[src/hdl/sfb_pkg.sv]
// sfb_pkg: shared types and constants of the serial frame builder
// frame header codes, step numbering and the step decode struct
// no dependencies
`timescale 1ns / 1ps

package sfb_pkg;

	localparam int unsigned BYTE_W = 8;
	localparam int unsigned REM_W  = 5;
	localparam int unsigned STEP_W = 3;

	localparam logic [BYTE_W-1:0] HDR_SYNC      = 8'hAA;
	localparam logic [BYTE_W-1:0] HDR_ADDR      = 8'hFF;
	localparam logic [BYTE_W-1:0] HDR_FUNC_BASE = 8'hF0;
	localparam logic [BYTE_W-1:0] FUNC_MIN      = 8'd1;
	localparam logic [BYTE_W-1:0] FUNC_MAX      = 8'd10;

	localparam logic REQ_START   = 1'b0;
	localparam logic REQ_PAYLOAD = 1'b1;

	// steps of a start item
	localparam logic [STEP_W-1:0] STEP_SYNC    = 3'd0;
	localparam logic [STEP_W-1:0] STEP_ADDR    = 3'd1;
	localparam logic [STEP_W-1:0] STEP_FUNC    = 3'd2;
	localparam logic [STEP_W-1:0] STEP_LEN     = 3'd3;
	localparam logic [STEP_W-1:0] STEP_HDR_SUM = 3'd4;
	localparam logic [STEP_W-1:0] STEP_HDR_ADD = 3'd5;
	// steps of a payload item
	localparam logic [STEP_W-1:0] STEP_DATA    = 3'd0;
	localparam logic [STEP_W-1:0] STEP_PL_SUM  = 3'd1;
	localparam logic [STEP_W-1:0] STEP_PL_ADD  = 3'd2;

	typedef enum logic [2:0] {
		K_NONE = 3'd0,   // item gives no result in this step
		K_DATA = 3'd1,   // byte that enters the checks
		K_SUM  = 3'd2,   // sum check byte
		K_ADD  = 3'd3,   // add check byte, ends the frame
		K_REJ  = 3'd4    // rejected start item
	} kind_t;

	typedef struct packed {
		kind_t             kind;
		logic [BYTE_W-1:0] data;
		logic              last;      // final step of the item
		logic              clr;       // checks start from zero
		logic              set_open;  // header done, payload expected
		logic [REM_W-1:0]  new_rem;
		logic              dec_rem;   // one payload byte consumed
	} step_dec_t;

endpackage

[src/hdl/sfb_step.sv]
// sfb_step: decodes what the held item emits at its current step
// depends on sfb_pkg
`timescale 1ns / 1ps

module sfb_step #(
	parameter int unsigned MAX_PAYLOAD = 20
) (
	input  logic                                req_type,
	input  logic [sfb_pkg::BYTE_W-1:0]          function_id,
	input  logic [sfb_pkg::BYTE_W-1:0]          frame_length,
	input  logic [sfb_pkg::BYTE_W-1:0]          payload_byte,
	input  logic [sfb_pkg::STEP_W-1:0]          step,
	input  logic                                frame_open,
	input  logic [sfb_pkg::REM_W-1:0]           bytes_remaining,
	output sfb_pkg::step_dec_t                  dec
);
	import sfb_pkg::*;

	localparam logic [BYTE_W-1:0] MAX_LEN = BYTE_W'(MAX_PAYLOAD);

	logic [BYTE_W-1:0] len_c;
	logic              func_ok;

	assign len_c   = (frame_length > MAX_LEN) ? MAX_LEN : frame_length;
	assign func_ok = (function_id >= FUNC_MIN) && (function_id <= FUNC_MAX);

	always_comb begin
		dec          = '0;
		dec.kind     = K_NONE;
		dec.new_rem  = len_c[REM_W-1:0];
		dec.last     = 1'b1;
		if (req_type == REQ_START) begin
			if (!func_ok) begin
				dec.kind = K_REJ;
			end else begin
				unique case (step)
					STEP_SYNC: begin
						dec.kind = K_DATA;
						dec.data = HDR_SYNC;
						dec.clr  = 1'b1;
						dec.last = 1'b0;
					end
					STEP_ADDR: begin
						dec.kind = K_DATA;
						dec.data = HDR_ADDR;
						dec.last = 1'b0;
					end
					STEP_FUNC: begin
						dec.kind = K_DATA;
						dec.data = HDR_FUNC_BASE | function_id;
						dec.last = 1'b0;
					end
					STEP_LEN: begin
						dec.kind     = K_DATA;
						dec.data     = len_c;
						dec.set_open = (len_c != '0);
						dec.last     = (len_c != '0);
					end
					STEP_HDR_SUM: begin
						dec.kind = K_SUM;
						dec.last = 1'b0;
					end
					STEP_HDR_ADD: dec.kind = K_ADD;
					default:      dec.kind = K_NONE;
				endcase
			end
		end else begin
			unique case (step)
				STEP_DATA: begin
					if (frame_open && (bytes_remaining != '0)) begin
						dec.kind    = K_DATA;
						dec.data    = payload_byte;
						dec.dec_rem = 1'b1;
						dec.last    = (bytes_remaining != REM_W'(1));
					end
				end
				STEP_PL_SUM: begin
					dec.kind = K_SUM;
					dec.last = 1'b0;
				end
				STEP_PL_ADD: dec.kind = K_ADD;
				default:     dec.kind = K_NONE;
			endcase
		end
	end

endmodule

[src/hdl/sfb_out_reg.sv]
// sfb_out_reg: result register of the frame builder with valid/stall handshake
// depends on sfb_pkg
`timescale 1ns / 1ps

module sfb_out_reg (
	input  logic                        clk,
	input  logic                        arst_n,
	input  logic                        load,
	input  logic [sfb_pkg::BYTE_W-1:0]  load_byte,
	input  logic                        load_end,
	input  logic                        load_rej,
	output logic                        free,
	output logic                        result_valid,
	input  logic                        result_stall,
	output logic [sfb_pkg::BYTE_W-1:0]  tx_byte,
	output logic                        frame_end,
	output logic                        rejected
);
	import sfb_pkg::*;

	logic              valid_q;
	logic [BYTE_W-1:0] byte_q;
	logic              end_q;
	logic              rej_q;

	// slot can take a new item when empty or being drained this cycle
	assign free = !valid_q || !result_stall;

	always_ff @(posedge clk or negedge arst_n) begin
		if (!arst_n) begin
			valid_q <= 1'b0;
		end else if (free) begin
			valid_q <= load;
		end
	end

	always_ff @(posedge clk) begin
		if (free && load) begin
			byte_q <= load_byte;
			end_q  <= load_end;
			rej_q  <= load_rej;
		end
	end

	assign result_valid = valid_q;
	assign tx_byte      = byte_q;
	assign frame_end    = end_q;
	assign rejected     = rej_q;

endmodule

[src/hdl/serial_frame_builder_sum_add_check_unit.sv]
// serial frame builder: items wait in the item register, results in the result
// register; unless stalled, payload items and result bytes run at one per cycle,
// set by the single result register; a start item gives sync, address, function,
// length (plus header sum, add on empty payload); last payload byte adds sum, add
// reset clears the frame state, the checks and both handshake registers
// depends on sfb_pkg, sfb_step, sfb_out_reg
`timescale 1ns / 1ps

module serial_frame_builder_sum_add_check_unit #(
	parameter int unsigned MAX_PAYLOAD = 20
) (
	input  logic                        clk,
	input  logic                        arst_n,
	// item channel
	input  logic                        item_valid,
	output logic                        item_stall,
	input  logic                        req_type,
	input  logic [sfb_pkg::BYTE_W-1:0]  function_id,
	input  logic [sfb_pkg::BYTE_W-1:0]  frame_length,
	input  logic [sfb_pkg::BYTE_W-1:0]  payload_byte,
	// result channel
	output logic                        result_valid,
	input  logic                        result_stall,
	output logic [sfb_pkg::BYTE_W-1:0]  tx_byte,
	output logic                        frame_end,
	output logic                        rejected
);
	import sfb_pkg::*;

	// held item
	logic              valid_s1;
	logic              req_s1;
	logic [BYTE_W-1:0] func_s1;
	logic [BYTE_W-1:0] len_s1;
	logic [BYTE_W-1:0] data_s1;
	logic [STEP_W-1:0] step_q;

	// frame state
	logic              open_q;
	logic [REM_W-1:0]  rem_q;
	logic [BYTE_W-1:0] sum_q;
	logic [BYTE_W-1:0] add_q;

	step_dec_t         dec;
	logic              out_free;
	logic              fire;
	logic              item_acc;
	logic [BYTE_W-1:0] sum_base;
	logic [BYTE_W-1:0] add_base;
	logic [BYTE_W-1:0] sum_n;
	logic [BYTE_W-1:0] add_n;
	logic [BYTE_W-1:0] res_byte;

	sfb_step #(
		.MAX_PAYLOAD (MAX_PAYLOAD)
	) u_step (
		.req_type        (req_s1),
		.function_id     (func_s1),
		.frame_length    (len_s1),
		.payload_byte    (data_s1),
		.step            (step_q),
		.frame_open      (open_q),
		.bytes_remaining (rem_q),
		.dec             (dec)
	);

	// a step that gives no result never waits on the result register
	assign fire = valid_s1 && ((dec.kind == K_NONE) || out_free);

	// take a new item once the held one finishes its last step
	assign item_stall = valid_s1 && !(fire && dec.last);
	assign item_acc   = item_valid && !item_stall;

	// running checks; a start item begins from cleared checks
	assign sum_base = dec.clr ? '0 : sum_q;
	assign add_base = dec.clr ? '0 : add_q;
	assign sum_n    = sum_base + dec.data;
	assign add_n    = add_base + sum_n;

	always_comb begin
		unique case (dec.kind)
			K_DATA:  res_byte = dec.data;
			K_SUM:   res_byte = sum_q;
			K_ADD:   res_byte = add_q;
			default: res_byte = '0;
		endcase
	end

	// item register and step counter
	always_ff @(posedge clk or negedge arst_n) begin
		if (!arst_n) begin
			valid_s1 <= 1'b0;
			step_q   <= '0;
		end else if (item_acc) begin
			valid_s1 <= 1'b1;
			step_q   <= '0;
		end else if (fire) begin
			if (dec.last) begin
				valid_s1 <= 1'b0;
				step_q   <= '0;
			end else begin
				step_q <= step_q + STEP_W'(1);
			end
		end
	end

	always_ff @(posedge clk) begin
		if (item_acc) begin
			req_s1  <= req_type;
			func_s1 <= function_id;
			len_s1  <= frame_length;
			data_s1 <= payload_byte;
		end
	end

	// frame state updates, one step per cycle whenever the held step fires
	always_ff @(posedge clk or negedge arst_n) begin
		if (!arst_n) begin
			open_q <= 1'b0;
			rem_q  <= '0;
			sum_q  <= '0;
			add_q  <= '0;
		end else if (fire) begin
			unique case (dec.kind)
				K_DATA: begin
					sum_q <= sum_n;
					add_q <= add_n;
					if (dec.clr) begin
						// new start abandons any open frame
						open_q <= 1'b0;
						rem_q  <= '0;
					end else if (dec.set_open) begin
						open_q <= 1'b1;
						rem_q  <= dec.new_rem;
					end else if (dec.dec_rem) begin
						rem_q <= rem_q - REM_W'(1);
					end
				end
				K_SUM: begin
					// sum check goes out, state kept for the add check
				end
				K_ADD, K_REJ: begin
					open_q <= 1'b0;
					rem_q  <= '0;
					sum_q  <= '0;
					add_q  <= '0;
				end
				default: begin
					// stray payload item is dropped
					open_q <= 1'b0;
				end
			endcase
		end
	end

	sfb_out_reg u_out (
		.clk          (clk),
		.arst_n       (arst_n),
		.load         (fire && (dec.kind != K_NONE)),
		.load_byte    (res_byte),
		.load_end     (dec.kind == K_ADD),
		.load_rej     (dec.kind == K_REJ),
		.free         (out_free),
		.result_valid (result_valid),
		.result_stall (result_stall),
		.tx_byte      (tx_byte),
		.frame_end    (frame_end),
		.rejected     (rejected)
	);

endmodule
[config.mk]
export PLATFORM = sky130hd
export DESIGN_NAME = serial_frame_builder_sum_add_check_unit
export DESIGN_NICKNAME = d
export VERILOG_FILES = /design/src/hdl/sfb_pkg.sv /design/src/hdl/sfb_step.sv /design/src/hdl/sfb_out_reg.sv /design/src/hdl/serial_frame_builder_sum_add_check_unit.sv
export SDC_FILE = /design/constraint.sdc
export NUM_CORES = 1
export LEC_CHECK = 0
export BUFFER_PORTS_ARGS = -buffer_cell sky130_fd_sc_hd__buf_2
export CORE_ASPECT_RATIO = 1.1
export CORE_MARGIN = 2
export CORE_UTILIZATION = 47
export CTS_CLUSTER_DIAMETER = 60
export DETAILED_ROUTE_END_ITERATION = 10
export MAX_ROUTING_LAYER = met4
export PLACE_DENSITY = 0.65
export SYNTH_ARGS = -nofsm -noshare
export SYNTH_HDL_FRONTEND = slang
export SYNTH_SLANG_ARGS = --single-unit
[constraint.sdc]
create_clock -name clk -period 4.5 [get_ports clk]
set_input_delay 1.125 -clock clk [delete_from_list [all_inputs] [get_ports clk]]
set_output_delay 1.125 -clock clk [all_outputs]
set_load 0.05 [all_outputs]
==> results of run 1 <==
worst max-delay path, stage by stage, from the launching register on:
cell      delay (ns)
edfxtp_1        0.46
or4_4           0.58
o211ai_4        0.11
or3_4           0.19
nor2_1          0.06
a21oi_1         0.31
inv_1           0.09
ha_1            0.30
a21o_1          0.18
a21oi_1         0.21
o21ai_0         0.20
xor2_1          0.27
ha_1            0.31
nor3_1          0.15
nor2_1          0.08
a22o_1          0.21
and3b_1         0.17
mux2i_1         0.12
nand2_1         0.06
what timing repair did:
| action | CTS | global route |
|---|---|---|
| buffers inserted | 0 | 6 |
| hold buffers | 0 | 0 |
| setup endpoints to repair | 0 | 3 |
| resized for setup | 0 | 17 |
routing by layer:
layer | part of all wire | routed length (um) | global-route usage
met4 | 0.015 | 122 | 0.0699
met5 | 0 | 0 | -
met2 | 0.48 | 3980 | 0.312
met1 | 0.46 | 3880 | 0.296
met3 | 0.046 | 381 | 0.0538
flip-flops by register name, summed over array words and instances (netlist names):
name	count
u_out.frame_end	1
sum_q	8
valid_s1	1
rem_q	5
req_s1	1
u_out.tx_byte	8
u_out.result_valid	1
open_q	1
u_out.rejected	1
data_s1	8
step_q	3
add_q	8
func_s1	8
len_s1	8
cell type report:
| type | instances | area share |
|---|---|---|
| Multi-Input combinational cell | 258 | 0.436 |
| Timing Repair Buffer | 51 | 0.0649 |
| Inverter | 17 | 0.0147 |
| Clock inverter | 7 | 0.0282 |
| Tap cell | 105 | 0.0302 |
| Clock buffer | 9 | 0.0284 |
| Sequential cell | 62 | 0.397 |
power by group through the flow:
stage	clock (mW)	sequential [mW]	combinational, mW
floorplan	0	0.715	0.158
finish	0.604	0.688	0.257
global route	0.642	0.694	0.284
global placement	0	0.698	0.248
detailed placement	0	0.699	0.247
CTS	0.612	0.687	0.250
stage by stage:
stage	hold WS (ns)	util	instance area [um2]
2_1_floorplan	0.462	-	3680
3_3_place_gp	0.478	0.533	4000
3_5_place_dp	0.493	0.533	4000
4_1_cts	0.508	0.566	4250
5_1_grt	0.552	0.579	4350
6_report	0.508	0.579	4350
layout by cell type (no fill, tap or decap), types with 4 or more instances in the layout:
| cell type | count |
|---|---|
| o31ai_1 | 5 |
| o21ai_1 | 5 |
| or4_1 | 4 |
| clkbuf_8 | 9 |
| nor2_1 | 23 |
| a22o_1 | 9 |
| nand3_1 | 5 |
| inv_1 | 15 |
| nand2b_1 | 6 |
| buf_2 | 40 |
| nand2_1 | 32 |
| xnor2_1 | 8 |
| buf_4 | 11 |
| o21ai_0 | 27 |
| nor3_1 | 6 |
| ha_1 | 17 |
| mux2i_1 | 10 |
| a21o_1 | 4 |
| and2_1 | 14 |
| xor2_1 | 5 |
| dfrtp_1 | 25 |
| a211oi_1 | 5 |
| a21oi_1 | 16 |
| edfxtp_1 | 35 |
worst min-delay path by stage:
stage / from / endpoint / cells after the start
finish: add_q[5] / add_q[5] / 2
global route: sum_q[5] / sum_q[5] / 1
CTS: add_q[5] / add_q[5] / 2
detailed placement: add_q[5] / add_q[5] / 2
global placement: add_q[5] / add_q[5] / 2
floorplan: add_q[4] / add_q[4] / 2
kinds of logic after synthesis:
| group | after synthesis | synth area share |
|---|---|---|
| simple gates | 114 | 0.174 |
| compound gates | 95 | 0.177 |
| flops | 62 | 0.469 |
| buf+inv | 26 | 0.0309 |
| fa+ha+maj | 23 | 0.0823 |
| xor+xnor | 13 | 0.0309 |
| mux | 13 | 0.0364 |
==> qor.csv, run 1 <==
metric,value,unit
dieArea,8560,um2
multi_input_area,1900,um2
grt_pass1_vias,2706,
fmax,0.239,GHz
intPower,1.12,mW
initial_core_util,0.490,
ys_async_sr_fraction,0.435,
synth_top_cell_area_share,0.286,
dr.pass1.iters,4,
syn_nets,398,
wl,8.36,mm
drt_iter0_drc,166,
slew_headroom,0.362,
finalSetupTns,0,ns
fin_crit_sh,0.929,
track_usage,0.215,
final_nets,451,
clkTransAtPathRegs,0.08,ns
p_switching,430,uW
cp-start-kind,flop,
vias,2825,
clockBufferDepth,2,
drc,0,
insertion_delay,0.35,ns
power.total,1.55,mW
synthDistinctLibCells,59,
diodes,0,
syn2layout_area_growth,18.3,%
root_buffer,clkbuf_8,
cts_htree_levels,3,
cap_violations,0,
finalNonFillerCells,509,
r2r_start,func_s1[2],
vias_per_cell,5.55,
routedWlPerCell,16.4,um
synth-edff-count,35,
fp.dieH,96.8,um
seqPwrFrac,0.444,
antenna_found_initial,0,
critPathArrivalTime,4.42,ns
drv_slew,0,
yosys.cell_count.top_type,edfxtp_1,
finalSetupViolCount,0,
synthTopCellsByArea,"edfxtp_1 29%, dfrtp_1 18%, ha_1 7.1%, o21ai_0 3.8%, nand2_1 3.3%",
pin_count,41,
ys.flop_type,edfxtp_1,
peakVddDrop,229,uV
syn_area_per_cell,10.6,um2
p_sw_frac,0.277,
grt-ovfl-total,0,
cp-end-kind,flop,
ys_ff_latch,62,
dp_cells,487,
yosys-top-cells-count,"35 x edfxtp_1, 32 x nand2_1, 28 x o21ai_0",
nFillCells,656,
r2r_setup_slack,0.32,ns
layout_setup_ws,0.318,ns
clkSinkCount,62,
finalCriticalPeriod,4.18,ns
syn_inst,346,
criticalPathCategory,flop to flop,
row_count,33,
status,finished clean,
grt_pass1_wl,13.6,mm
reg2reg_depth,18,
ys_warn_count,0,
clockPowerShare,0.390,
powerDensity,356,nW/um2
core_area,7510,um2
syn_area,3680,um2
power_frac_comb,0.166,
fin_skew,0.0113,ns
ant_nets,0,
cts_made_buffers,9,
yosysSeqAreaShare,0.469,
cp-startpoint,func_s1[2],
reg2reg_to,add_q[7],
io_buffers,40,
cts_tree,yes,
tightest_slew,0.953,ns
crit_fanout,6,
grt_max_degree,28,
hpwl,5.88,mm
dpl_worst_slack,0.110,ns
place.gp.congestion,0.881,
leakagePower,1.89,nW
hp-class,flop to flop,
worstPathRequired,4.74,ns
hold_viol_final,0,
final_layout_size_suffix_gt1_frac,0.240,
regArea,1730,um2
crit_end,add_q[7],
synth_top_area_cell,edfxtp_1,
die_w,88.4,um
No activity file was read; power rests on OpenSTA's default activity.
==> run 2: changes to the inputs <==
--- a/config.mk
+++ b/config.mk
@@ -8,11 +8,11 @@
 export BUFFER_PORTS_ARGS = -buffer_cell sky130_fd_sc_hd__buf_2
 export CORE_ASPECT_RATIO = 1.1
 export CORE_MARGIN = 2
-export CORE_UTILIZATION = 47
+export CORE_UTILIZATION = 40
 export CTS_CLUSTER_DIAMETER = 60
 export DETAILED_ROUTE_END_ITERATION = 10
 export MAX_ROUTING_LAYER = met4
-export PLACE_DENSITY = 0.65
+export PLACE_DENSITY = 0.57
 export SYNTH_ARGS = -nofsm -noshare
 export SYNTH_HDL_FRONTEND = slang
 export SYNTH_SLANG_ARGS = --single-unit
==> run 2 against run 1 <==
  * Sequential share of layout area grew 0.80 points
  * Clock skew shrank 0.0051 ns
  * Non-clock buffer count is the same
  * Count of clock-buffer cells in the layout is the same
  * Combinational power grew 2%
  * Critical path type unchanged
  * Largest power group unchanged
==> qor.csv, run 2 (synthesis results as in run 1) <==
metric,value,unit,change
finalSetupTns,0,ns,unchanged
crit_top_cell,ha_1,,
fp.dieH,105,um,+8.1%
power.total,1.42,mW,-8.1%
cp-start-kind,flop,,
finalCriticalPeriod,4.17,ns,-0.00743 ns
row_count,36,,+9.1%
clkTransAtPathRegs,0.07,ns,about the same
root_buffer,clkbuf_8,,
post-cts-setup-buffers,0,,unchanged
finalSetupViolCount,0,,unchanged
cts_resized,0,,unchanged
worstPathCellList,"ha_1, ha_1, and3_1, a21oi_1, nor2_1, a21oi_1, inv_1, ha_1, a21o_1, a21oi_1, o21ai_0, xor2_1, ha_1, nor3_1, nor2_1, a22o_1, and3b_1, mux2i_1, nand2_1",,
clkSinkCount,62,,unchanged
initial_core_util,0.413,,-0.0771
intPower,1.00,mW,-10%
grt_pass1_wl,14.5,mm,+6.6%
cap_violations,0,,unchanged
routedWlPerCell,16.6,um,+0.77%
power_frac_comb,0.183,,+0.017
vias_per_cell,5.30,,-4.5%
dr.pass1.iters,4,,unchanged
final_common_cell,buf_2,,
cts_htree_levels,3,,unchanged
crit_fanout,7,,+1
vias,2745,,-2.8%
final_nets,451,,unchanged
powerDensity,334,nW/um2,-6.1%
antenna_found_initial,0,,unchanged
critPathBufInv,1,,unchanged
hold_buffers,0,,unchanged
track_usage,0.196,,-0.0188
use_met2,0.277,,-0.0346
met3_usage,0.0404,,-0.0134
slowest_delay,0.46,ns,-0.12 ns
grt_pass1_vias,2822,,+4.3%
p_sw_frac,0.296,,+0.0183
grt-ovfl-total,0,,unchanged
hp-class,flop to flop,,
pin_count,41,,unchanged
syn2layout_area_growth,15.8,%,
worstPathRequired,4.74,ns,about the same
rsz0062_at_grt,false,,
drt_iter0_drc,130,,-22%
seqPwrFrac,0.483,,+0.039
mostFrequentLayoutCells,"40 x buf_2, 35 x edfxtp_1, 32 x nand2_1",,
nFillCells,846,,+29%
die_w,95.5,um,+8.0%
ant_nets,0,,unchanged
clockPowerShare,0.334,,-0.056
insertion_delay,0.34,ns,about the same
hpwl,6.34,mm,+7.8%
crit_slowest_cell,dfrtp_1,,
final_layout_size_suffix_gt1_frac,0.215,,-0.0248
leakagePower,1.86,nW,-1.5%
peakVddDrop,185,uV,-20%
drc,0,,unchanged
diodes,0,,unchanged
grt_max_degree,28,,unchanged
clockBufferDepth,2,,unchanged
cts_made_buffers,9,,unchanged
worst_hold_slack,0.513,ns,+0.00432 ns
cts_tree,yes,,
fmax,0.240,GHz,+0.18%
crit_family,compound AO/OA/AOI/OAI gates,,
fin_crit_sh,0.928,,-0.00165
drv_slew,0,,unchanged
core_area,8920,um2,+19%
criticalPathCategory,flop to flop,,
dieArea,9990,um2,+17%
critPathArrivalTime,4.41,ns,about the same
status,finished clean,,
io_buffers,40,,unchanged
cp-end-kind,flop,,
p_switching,421,uW,-2.0%
fin_skew,0.00621,ns,-0.00511 ns
tightest_slew,0.718,ns,-0.235 ns
hold_viol_final,0,,unchanged
place.gp.congestion,0.816,,-7.4%
top_usage_layer,met2,,
wl,8.57,mm,+2.5%
met1_usage,0.275,,-0.0210
slew_headroom,0.521,,+0.159
[run 2: changes by cell type in the layout (fill, tap and decap cells not counted), sizes merged]
cell	delta
bufinv	-2
clkinv	+2
[run 2: metal layers]
metal / up-vias / share of wire
met5: - / 0
met4: 0 / 0.019
met3: 12 / 0.033
met2: 62 / 0.45
met1: 1291 / 0.49
li1: 1380 / -
[run 2: path summary, 6_finish.rpt]
path / start / end / slack, ns / cells after the start
worst max-delay path: step_q[1] / add_q[7] / 0.33 / 19
worst min-delay path: add_q[5] / add_q[5] / 0.51 / 2
worst max register to register: step_q[1] / add_q[7] / 0.33 / 19
worst min register to register: add_q[5] / add_q[5] / 0.51 / 2
max in group asynchronous: arst_n / add_q[3] / 3.20 / 1
min in group asynchronous: arst_n / step_q[0] / 0.84 / 1
[run 2: final cells by class]
| type | instances | area, um2 | share of cell area |
|---|---|---|---|
| Multi-Input combinational cell | 258 | 1860 | 0.436 |
| Timing Repair Buffer | 51 | 283 | 0.0664 |
| Clock inverter | 7 | 65.1 | 0.0153 |
| Inverter | 17 | 63.8 | 0.0150 |
| Tap cell | 114 | 143 | 0.0335 |
| Clock buffer | 9 | 124 | 0.0291 |
| Sequential cell | 62 | 1730 | 0.405 |
[run 2: stage by stage]
step	setup slack, ns	util	std cells	area (um2)
floorplan	0.479	-	346	3680
global route	0.0118	0.478	518	4260
finish	0.326	0.478	518	4260
global placement	0.394	0.455	502	4060
detailed placement	0.299	0.455	502	4060
CTS	0.270	0.476	518	4250
[run 2: worst register-to-register path, stage by stage, from the launching register on]
cell and delay (ns):
dfrtp_1 0.46, ha_1 0.23, ha_1 0.27, and3_1 0.20, a21oi_1 0.19, nor2_1 0.06
a21oi_1 0.30, inv_1 0.10, ha_1 0.31, a21o_1 0.18, a21oi_1 0.22, o21ai_0 0.20
xor2_1 0.20, ha_1 0.37, nor3_1 0.15, nor2_1 0.07, a22o_1 0.21, and3b_1 0.17
mux2i_1 0.11, nand2_1 0.06
[run 2: power by group through the flow]
stage | registers (mW) | logic (mW) | clock network (mW)
2_1_floorplan | 0.715 | 0.158 | 0
3_3_place_gp | 0.699 | 0.256 | 0
3_5_place_dp | 0.700 | 0.255 | 0
4_1_cts | 0.688 | 0.257 | 0.493
5_1_grt | 0.694 | 0.289 | 0.517
6_report | 0.688 | 0.261 | 0.475
==> run 3: changes to the inputs <==
--- a/config.mk
+++ b/config.mk
@@ -5,13 +5,12 @@
 export SDC_FILE = /design/constraint.sdc
 export NUM_CORES = 1
 export LEC_CHECK = 0
-export BUFFER_PORTS_ARGS = -buffer_cell sky130_fd_sc_hd__buf_2
+export BUFFER_PORTS_ARGS = -buffer_cell sky130_fd_sc_hd__buf_4
 export CORE_ASPECT_RATIO = 1.1
 export CORE_MARGIN = 2
 export CORE_UTILIZATION = 40
 export CTS_CLUSTER_DIAMETER = 60
 export DETAILED_ROUTE_END_ITERATION = 10
-export MAX_ROUTING_LAYER = met4
 export PLACE_DENSITY = 0.57
 export SYNTH_ARGS = -nofsm -noshare
 export SYNTH_HDL_FRONTEND = slang
==> run 3 against run 2 <==
  * Sequential power is essentially flat
  * Global-route usage shrank 0.83 points
  * Combinational power grew 4%
  * Largest cell class unchanged
  * Setup slack gained 0.025 ns
  * Clock skew grew 0.0055 ns
  * Routed wire length is essentially flat
  * Utilization grew 1.8 points
  * Register-to-register slack gained 0.03 ns
  * Largest power group unchanged
==> qor.csv, run 3 (synthesis results as in run 1) <==
metric,value,unit,change
status,finished clean,,
cts_htree_levels,3,,unchanged
dp_cells,503,,+0.20%
drc,0,,unchanged
routedWlPerCell,16.5,um,-0.15%
cts_made_buffers,9,,unchanged
criticalPathCategory,flop to flop,,
hp-class,flop to flop,,
syn2layout_area_growth,20.0,%,
crit_slowest_cell,or4_4,,
dr.pass1.iters,4,,unchanged
cts_tree,yes,,
drt_iter0_drc,113,,-13%
dpl_worst_slack,0.276,ns,-0.0229 ns
cap_violations,0,,unchanged
grt-ovfl-total,0,,unchanged
final_layout_size_suffix_gt1_frac,0.215,,-0.000532
cp-end-kind,flop,,
fp.dieH,105,um,unchanged
wl,8.58,mm,about the same
critPathBufInv,1,,unchanged
multi_input_area,1860,um2,unchanged
stdcell_area,4420,um2,+3.7%
tightest_slew,0.804,ns,+0.0859 ns
regArea,1730,um2,unchanged
rsz0062_at_grt,false,,
io_buffers,40,,unchanged
insertion_delay,0.34,ns,about the same
core_area,8920,um2,unchanged
post-cts-setup-buffers,0,,unchanged
crit_fanout,6,,-1
die_w,95.5,um,unchanged
r2r_setup_slack,0.35,ns,+0.03 ns
pin_count,41,,unchanged
worstPathRequired,4.74,ns,about the same
row_count,36,,unchanged
fmax,0.241,GHz,+0.60%
slew_headroom,0.462,,-0.0593
antenna_found_initial,0,,unchanged
powerDensity,352,nW/um2,+5.2%
final_common_cell,buf_4,,
cp-start-kind,flop,,
finalSetupTns,0,ns,unchanged
crit_family,simple AND/OR/NAND/NOR gates,,
layout_setup_ws,0.351,ns,+0.0251 ns
place_area,4170,um2,+2.7%
clkSinkCount,62,,unchanged
track_usage,0.188,,-0.00828
fin_crit_sh,0.922,,-0.00557
initial_core_util,0.413,,unchanged
finalNonFillerCells,519,,+0.19%
vias,2785,,+1.5%
hold_viol_final,0,,unchanged
diodes,0,,unchanged
peakVddDrop,188,uV,+1.8%
finalCriticalPeriod,4.15,ns,-0.0251 ns
grt_pass1_wl,14.4,mm,-0.57%
grt_max_degree,28,,unchanged
drv_slew,0,,unchanged
place.gp.congestion,0.810,,-0.76%
hpwl,6.40,mm,+0.88%
ant_nets,0,,unchanged
vias_per_cell,5.37,,+1.3%
dieArea,9990,um2,unchanged
critPathArrivalTime,4.39,ns,-0.02 ns
fin_skew,0.0117,ns,+0.00545 ns
clkTransAtPathRegs,0.08,ns,about the same
finalSetupViolCount,0,,unchanged
clockBufferDepth,2,,unchanged
leakagePower,1.92,nW,+3.0%
worstPathCellList,"or4_4, o211ai_2, or3_1, nor2_1, a21oi_1, inv_1, ha_1, a21o_1, a21oi_1, o21ai_0, xor2_1, ha_1, nor3_1, nor2_1, a22o_1, and3b_1, mux2i_1, nand2_1",,
slowest_delay,0.58,ns,+0.12 ns
grt_pass1_vias,2804,,-0.64%
mostFrequentLayoutCells,"52 x buf_4, 35 x edfxtp_1, 32 x nand2_1",,
root_buffer,clkbuf_8,,
nFillCells,821,,-3.0%
final_nets,452,,+0.22%
==> run 3: path summary, 6_finish.rpt <==
| check | from | to | cells past startpoint |
|---|---|---|---|
| min | sum_q[1] | sum_q[1] | 2 |
| max in group asynchronous | arst_n | add_q[5] | 1 |
| min reg2reg | sum_q[1] | sum_q[1] | 2 |
| max | func_s1[3] | add_q[7] | 18 |
| max reg2reg | func_s1[3] | add_q[7] | 18 |
| min in group asynchronous | arst_n | step_q[0] | 1 |
==> run 3: tightest hold or removal path, stage by stage, from the launching register on <==
cell	delay (ns)
dfrtp_1	0.37
nand2_1	0.05
o21ai_0	0.06
==> run 3: area by class of cell <==
cell class | instances | area share
Sequential cell | 62 | 0.391
Clock buffer | 10 | 0.0289
Multi-Input combinational cell | 258 | 0.420
Inverter | 17 | 0.0144
Timing Repair Buffer | 52 | 0.0884
Tap cell | 114 | 0.0323
Clock inverter | 6 | 0.0249
==> run 3: through the flow <==
step                      total power [mW]  utilization  hold WS (ns)
after floorplan                      0.874            -         0.462
after global placement               0.965        0.467         0.488
after detailed placement             0.968        0.467         0.492
after CTS                             1.56        0.494         0.512
after global routing                  1.63        0.495         0.546
final                                 1.55        0.495         0.511
==> run 3: metal layers <==
layer | part of all wire | global-route usage | up-vias
met5 | 0 | 0 | -
met4 | 0.0099 | 0.0459 | 0
met3 | 0.047 | 0.0389 | 7
met2 | 0.47 | 0.290 | 60
met1 | 0.48 | 0.271 | 1339
li1 | - | - | 1379
==> run 3: power by group <==
part | switching, mW | internal, mW
Sequential | 0.0374 | 0.651
Combinational | 0.160 | 0.112
Clock | 0.226 | 0.367
==> run 3: timing repair <==
action,in CTS,in global routing
setup endpoints to repair,0,1
hold buffers,0,0
hold endpoints to repair,0,0
gates resized for setup,0,4
